## config.mk

```make
export PLATFORM = sky130hd
export DESIGN_NAME = lps_ram
export DESIGN_NICKNAME = d
export VERILOG_FILES = /design/src/hdl/lps_ram.sv
export SDC_FILE = /design/constraint.sdc
export NUM_CORES = 1
export LEC_CHECK = 0
export BUFFER_PORTS_ARGS = -buffer_cell sky130_fd_sc_hd__buf_2
export CORE_MARGIN = 5
export CORE_UTILIZATION = 65
export DETAILED_ROUTE_END_ITERATION = 10
export GPL_TIMING_DRIVEN = 0
export PLACE_DENSITY = 0.87
export SLEW_MARGIN = 20
export SYNTH_ARGS = -nofsm -noshare
export SYNTH_HDL_FRONTEND = slang
export SYNTH_SLANG_ARGS = --single-unit
```

## constraint.sdc

```tcl
create_clock -name clk -period 2.6 [get_ports clk]
set_input_delay 0.13 -clock clk [delete_from_list [all_inputs] [get_ports clk]]
set_output_delay 0.13 -clock clk [all_outputs]
set_load 0.03 [all_outputs]
```

## src/hdl/lps_ram.sv

```systemverilog
// generic ram, one write port, two registered read ports
module lps_ram #(
  parameter int WIDTH = 8,
  parameter int DEPTH = 16
) (
  input  logic                     clk,
  input  logic                     wr_en,
  input  logic [$clog2(DEPTH)-1:0] wr_addr,
  input  logic [WIDTH-1:0]         wr_data,
  input  logic [$clog2(DEPTH)-1:0] rd_addr_a,
  output logic [WIDTH-1:0]         rd_data_a,
  input  logic [$clog2(DEPTH)-1:0] rd_addr_b,
  output logic [WIDTH-1:0]         rd_data_b
);

  logic [WIDTH-1:0] mem [DEPTH];

  always_ff @(posedge clk) begin
    if (wr_en) begin
      mem[wr_addr] <= wr_data;
    end
    rd_data_a <= mem[rd_addr_a];
    rd_data_b <= mem[rd_addr_b];
  end

endmodule

```

==> impl_results.md, run 1 <==
* Measured slew at the worst slew-check pin at 1.061 ns
* Commonest cells after routing, fill and taps aside: edfxtp_1, buf_2, mux4_2
* Cell Area, Synth at 6346 um2
* Crit path required time at 2.99 ns
* Router iterations before antenna repair at 6
* Final wirelength at 16250 um
* Vias in the first global route at 3891
* Max Cap Viol at 0
* Dpl cell area at 6723 um2
* Gates resized, CTS repair at 0
* Sink Count at 144
* Layout cells sized above 1 at 0.3386
* Met2 Resource Use GR at 0.4766
* Hpwl dp at about 9500 um
* I/O pin count at 38
* FMAX at 648.8 MHz
* FP Rows at 36
* Hold_sp: wr_data[1]
* Status: finished, final reports clean
* Synth Area in Adders at 0
* Number of buffers added on ports at 35
* Arrival time at the worst endpoint at 1.93 ns
* Final setup fails at 0
* Leading cell type in the layout, fill and taps excluded: edfxtp_1
* Post-route cell area at 7348 um2
* Area delta synth->final at 15.79%
* Syn Inst Count at 307
* Mux cell area share after synthesis at 0.2445
* Clock latency on the worst-skew pair at 0.53 ns
* Placed cell count at 477
* Post-synthesis register bit count at 144
* Final ANT Viol Nets at 0
* # DRC at 0
* Fin crit period at 1.541 ns
* Syn_area_per_cell at 20.67 um2
* Post-Synthesis Net Count at 329
* Simple-gate share of the synthesized area at 0.03431
* Largest family of logic cells by synthesized area: multiplexers
* Reg clk slew, reported paths at 0.07 ns
* Die area at between 10000 and 15000 um2
* Hold Vio Cnt, Final at 0
* Post-synth cell types at 20
* Met1 Usage GRT at 0.3618
* Core Area at 9639 um2
* Rel. slew slack at 0.2902
* Crit path max fanout at 2
* Die Height at 108.8 um
* Placer congestion estimate at 0.8567
* Clock Tree Buf Depth at 2
* Place WS at 0.6717 ns
* Diodes inserted at 0
* CTS tree: yes
* Post-synthesis sequential area ratio at 0.6562
* Global-route wire length before repair at around 24000 um
* Hold Crit Class: primary input to flip-flop
* Cts bufs inserted at 17
* Largest net degree at the start of global routing at 17
* Layout Cells excl Fill at 514
* Synthesis Warnings at 0
* Final worst slack at 1.059 ns
* Post-DR vias/cell at 7.317
* Total gr overflow at 0
* Crit. End Element: flip-flop
* Nets at 390
* Fin. max-slew vios at 0
* Power Total at 5.479 mW
* M3 GR Usage at 0.07934
* FF-to-FF Start: mem[3][0]$_DFFE_PP_
* Clock root buffer: clkbuf_8
* 1st-iter DRT viols at 509
* Setup TNS at 0 ns
* H-tree depth at 4
* Initial antenna violation count at 0
* P_leak at between 2 and 3 nW
* Startpoint types: flip-flop
* Worst Setup SP: mem[3][0]$_DFFE_PP_
* All-layer global routing usage at 0.2929
* Starting density of the core at 0.6584
* PD cells at 745.6 nW/um2
* Drt wl/cell at 31.62 um
* Synth Area in Compound Gates at 0.03785
* Synth Area in XOR/XNOR at 0
* Critical path class: flip-flop to flip-flop
* Max rail drop VDD at 474.9 uV
* Clk_skew at 0.01691 ns
* Die Width at between 100 and 150 um
* GR peak layer: met2
* RSZ-0062 raised after global routing: no
* Part of the cycle the worst path needs at 0.5928
* Total number of vias at 3761
-- cells in the mapped netlist --
cell             instances  area share
nand3b_1                 2      0.0024
and2b_1                  2      0.0024
mux4_2                  34        0.12
edfxtp_1               128        0.61
nand2b_1                 2      0.0020
nor2_1                  14      0.0083
or3b_2                   1      0.0014
nor3_1                   4      0.0032
a22oi_1                 32       0.038
buf_4                    2      0.0024
nand2_1                 17       0.010
buf_2                    6      0.0047
clkdlybuf4s25_2          6      0.0095
dfxtp_1                 16       0.050
buf_6                    6       0.011
nor2b_1                  2      0.0020
nand3_1                  1     0.00079
mux4_4                   2      0.0079
and2_1                   2      0.0020
mux4_1                  28        0.12
-- through the flow --
stage	utilization	hold WS (ns)
6_report	0.7623	0.002384
5_1_grt	0.7623	0.002338
4_1_cts	0.7623	0.0009364
3_5_place_dp	0.6974	0.5282
3_3_place_gp	0.6938	0.5057
2_1_floorplan	-	0.2289
-- repair_timing --
item,in CTS,in global routing
setup buffers,0,0
hold endpoints to repair,58,0
hold buffers,5,0
-- where the power goes --
group	switching, mW	internal, mW
sequential	0.0294	2.59
combinational	0.282	0.191
clock	1.01	1.38
-- cell type report --
type | count | area (um2)
Buffer | 20 | 172.7
Clock buffer | 18 | 417.9
Clock inverter | 14 | 157.7
Fill cell | 537 | 2291
Multi-Input combinational cell | 143 | 2029
Sequential cell | 144 | 4164
Tap cell | 133 | 166.4
Timing Repair Buffer | 42 | 240.2
-- cells by family (layout without fill, tap and decap cells) --
logic type             count (synthesis)  count (layout)
flip-flops                           144             144
multiplexers                          64              64
AND/OR/NAND/NOR                       47              47
AO/OA/AOI/OAI                         32              32
buffers and inverters                 20              94
-- flip-flops by register name (all words and copies together), names as in the netlist --
| signal | flops |
|---|---|
| rd_data_a | 8 |
| mem | 128 |
| rd_data_b | 8 |
-- path summary, 6_finish.rpt --
path | end | slack (ns) | cells after the start
hold / removal | mem[12][1]$_DFFE_PP_ | 0.002 | 1
hold reg to reg | rd_data_b[3]$_DFF_P_ | 0.71 | 3
setup reg to reg | rd_data_a[0]$_DFF_P_ | 1.06 | 3
setup / recovery | rd_data_a[0]$_DFF_P_ | 1.06 | 3
-- critical path, stage by stage, from the launching register on --
cell and delay (ns):
edfxtp_1 0.45, mux4_4 0.64, a22oi_1 0.22, nand2_1 0.10
-- layer usage --
layer  vias up  part of all wire
met5         -                 0
li1       1466                 -
met1      1915              0.35
met4         0             0.056
met2       304              0.49
met3        76              0.10
No activity file was read; power rests on OpenSTA's default activity.
==> run 2, diff against run 1 <==
--- a/config.mk
+++ b/config.mk
@@ -7,10 +7,10 @@
 export LEC_CHECK = 0
 export BUFFER_PORTS_ARGS = -buffer_cell sky130_fd_sc_hd__buf_2
 export CORE_MARGIN = 5
-export CORE_UTILIZATION = 65
+export CORE_UTILIZATION = 60
 export DETAILED_ROUTE_END_ITERATION = 10
 export GPL_TIMING_DRIVEN = 0
-export PLACE_DENSITY = 0.87
+export PLACE_DENSITY = 0.82
 export SLEW_MARGIN = 20
 export SYNTH_ARGS = -nofsm -noshare
 export SYNTH_HDL_FRONTEND = slang
==> constraint.sdc (replaced) <==
create_clock -name clk -period 1.6 [get_ports clk]
set_input_delay 0.08 -clock clk [delete_from_list [all_inputs] [get_ports clk]]
set_output_delay 0.08 -clock clk [all_outputs]
set_load 0.03 [all_outputs]
==> impl_results.md, run 2 (synthesis results as in run 1) <==
* Number of buffers added on ports at 35 (unchanged)
* Layout cells sized above 1 at 0.3464 (+0.007771)
* PD cells at 1249 nW/um2 (+68%)
* Clock latency on the worst-skew pair at 0.54 ns (about the same)
* Largest net degree at the start of global routing at 17 (unchanged)
* Clk_skew at 0.008329 ns (-0.008583 ns)
* Setup Fix Bufs, Post-CTS at 0 (unchanged)
* Starting density of the core at 0.6147 (-0.04365)
* Status: finished, final reports clean
* FP Rows at 37 (+2.8%)
* WP buf/inv at 0 (unchanged)
* Total gr overflow at 0 (unchanged)
* Hold Path End: mem[8][7]$_DFFE_PP_
* Nets at 394 (+1.0%)
* Hold path cells at 2 (+1)
* P_leak at 2.608 nW (+2.3%)
* Crit path cell chain: mux4_1 > a22oi_1 > nand2_1
* Die Width at 112.8 um (+3.7%)
* Fin. max-slew vios at 0 (unchanged)
* Largest register by flop count: mem
* Final Util at 0.7257 (-0.03660)
* Critical path class: flip-flop to flip-flop
* Hold Vio Cnt, Final at 0 (unchanged)
* Part of the cycle the worst path needs at 0.9836 (+0.3908)
* FF-to-FF Start: mem[2][0]$_DFFE_PP_
* Hold_sp: wr_addr[0]
* Max FFs per register at 128 (unchanged)
* Clock root buffer: clkbuf_8
* Leading cell type in the layout, fill and taps excluded: edfxtp_1
* Fin crit period at 1.574 ns (+0.03244 ns)
* Max incr delay on CP at 0.54 ns (-0.10 ns)
* Placed cell count at 479 (+0.42%)
* H-tree depth at 4 (unchanged)
* R2r endpoint: rd_data_b[0]$_DFF_P_
* 1st-iter DRT viols at 460 (-9.6%)
* Die area at 12730 um2 (+7.6%)
* Arrival time at the worst endpoint at 1.98 ns (+0.05 ns)
* Place WS at -0.2648 ns (-0.9365 ns)
* Final wirelength at 15150 um (-6.8%)
* Drt wl/cell at 29.13 um (-7.9%)
* Max rail drop VDD at 636.3 uV (+34%)
* Max Cap Viol at 0 (unchanged)
* Reg2Reg Depth at 3 (unchanged)
* # DRC at 0 (unchanged)
* Crit path max fanout at 2 (unchanged)
* Placer congestion estimate at 0.7846 (-8.4%)
* WHS at 0.06591 ns (+0.06353 ns)
* Area delta synth->final at 18.06%
* FMAX at 635.4 MHz (-2.1%)
* Core Area at 10320 um2 (+7.1%)
* Post-DR vias/cell at 7.015 (-4.1%)
* Crit path required time at 2.01 ns (-0.98 ns)
* Router iterations before antenna repair at 5 (-1)
* Reg clk slew, reported paths at 0.07 ns (about the same)
* Clock Tree Buf Depth at 2 (unchanged)
* RSZ-0062 raised after global routing: no
* Die Height at 112.8 um (+3.7%)
* CTS tree: yes
* Worst reg2reg setup slack at 0.03 ns (-1.03 ns)
* Startpoint types: flip-flop
* Rel. slew slack at 0.3376 (+0.04740)
* Measured slew at the worst slew-check pin at 0.9899 ns (-0.07083 ns)
* Final setup fails at 0 (unchanged)
* Global-route wire length before repair at 22480 um (-4.8%)
* Layout Cells excl Fill at 520 (+1.2%)
* Crit. End Element: flip-flop
* Total number of vias at 3648 (-3.0%)
* Final ANT Viol Nets at 0 (unchanged)
* CP max stage cell: mux4_1
* Initial antenna violation count at 0 (unchanged)
* Sink Count at 144 (unchanged)
* Cts bufs inserted at 17 (unchanged)
* Final worst slack at 0.02628 ns (-1.032 ns)
* I/O pin count at 38 (unchanged)
* # fillers at 618 (+15%)
* Commonest cells after routing, fill and taps aside: edfxtp_1, buf_2, mux4_2
* Hold Crit Class: primary input to flip-flop
* All-layer global routing usage at 0.2513 (-0.04165)
* Largest regs: mem: 128 flops, rd_data_a: 8 flops, rd_data_b: 8 flops
* Diodes inserted at 0 (unchanged)
* Hpwl dp at 9396 um (-0.90%)
* CP delay by family, top: multiplexers
* Vias in the first global route at 3692 (-5.1%)
[run 2: worst max-delay path by stage]
stage | start | end | slack (ns) | depth (start not counted)
after floorplan | wr_addr[2] | mem[0][0]$_DFFE_PP_ | 0.03 | 2
after global routing | wr_addr[1] | mem[7][5]$_DFFE_PP_ | 0.006 | 4
final | mem[2][0]$_DFFE_PP_ | rd_data_b[0]$_DFF_P_ | 0.03 | 3
after detailed placement | wr_addr[2] | mem[3][2]$_DFFE_PP_ | -0.26 | 3
after CTS | wr_addr[1] | mem[5][1]$_DFFE_PP_ | 0.03 | 4
after global placement | wr_addr[2] | mem[0][3]$_DFFE_PP_ | -0.62 | 3
[run 2: per-layer routing]
| layer | track usage | wire length, um |
|---|---|---|
| met3 | 0.05668 | 1543 |
| met5 | 0 | 0 |
| met2 | 0.3973 | 7566 |
| met1 | 0.3308 | 5394 |
| met4 | 0.1298 | 641 |
[run 2: final cells by class]
cell class,instances,area [um2],area share
Multi-Input combinational cell,143,2057,0.2745
Clock inverter,12,214.0,0.02856
Timing Repair Buffer,46,282.8,0.03774
Tap cell,136,170.2,0.02271
Buffer,20,172.7,0.02305
Sequential cell,144,4164,0.5558
Clock buffer,19,431.7,0.05762
[run 2: report_power, final]
group          internal, mW  switching (mW)  total [mW]
sequential             4.21          0.0402        4.25
clock                  2.87            1.48        4.34
combinational         0.318           0.453       0.771
[run 2: timing repair]
| item | in CTS | in global routing |
|---|---|---|
| hold endpoints to repair | 130 | 0 |
| gates resized for setup | 2 | 7 |
| cloned | 0 | 0 |
| hold buffers | 10 | 0 |
| setup endpoints to repair | 2 | 37 |
[run 2: metrics by stage]
stage	area [um2]	TNS [ns]	total power, mW
after floorplan	6346	0	4.793
after detailed placement	6719	-8.496	5.062
after global placement	6691	-16.15	5.028
final	7492	0	9.360
after global routing	7492	0	9.602
after CTS	7475	0	9.376
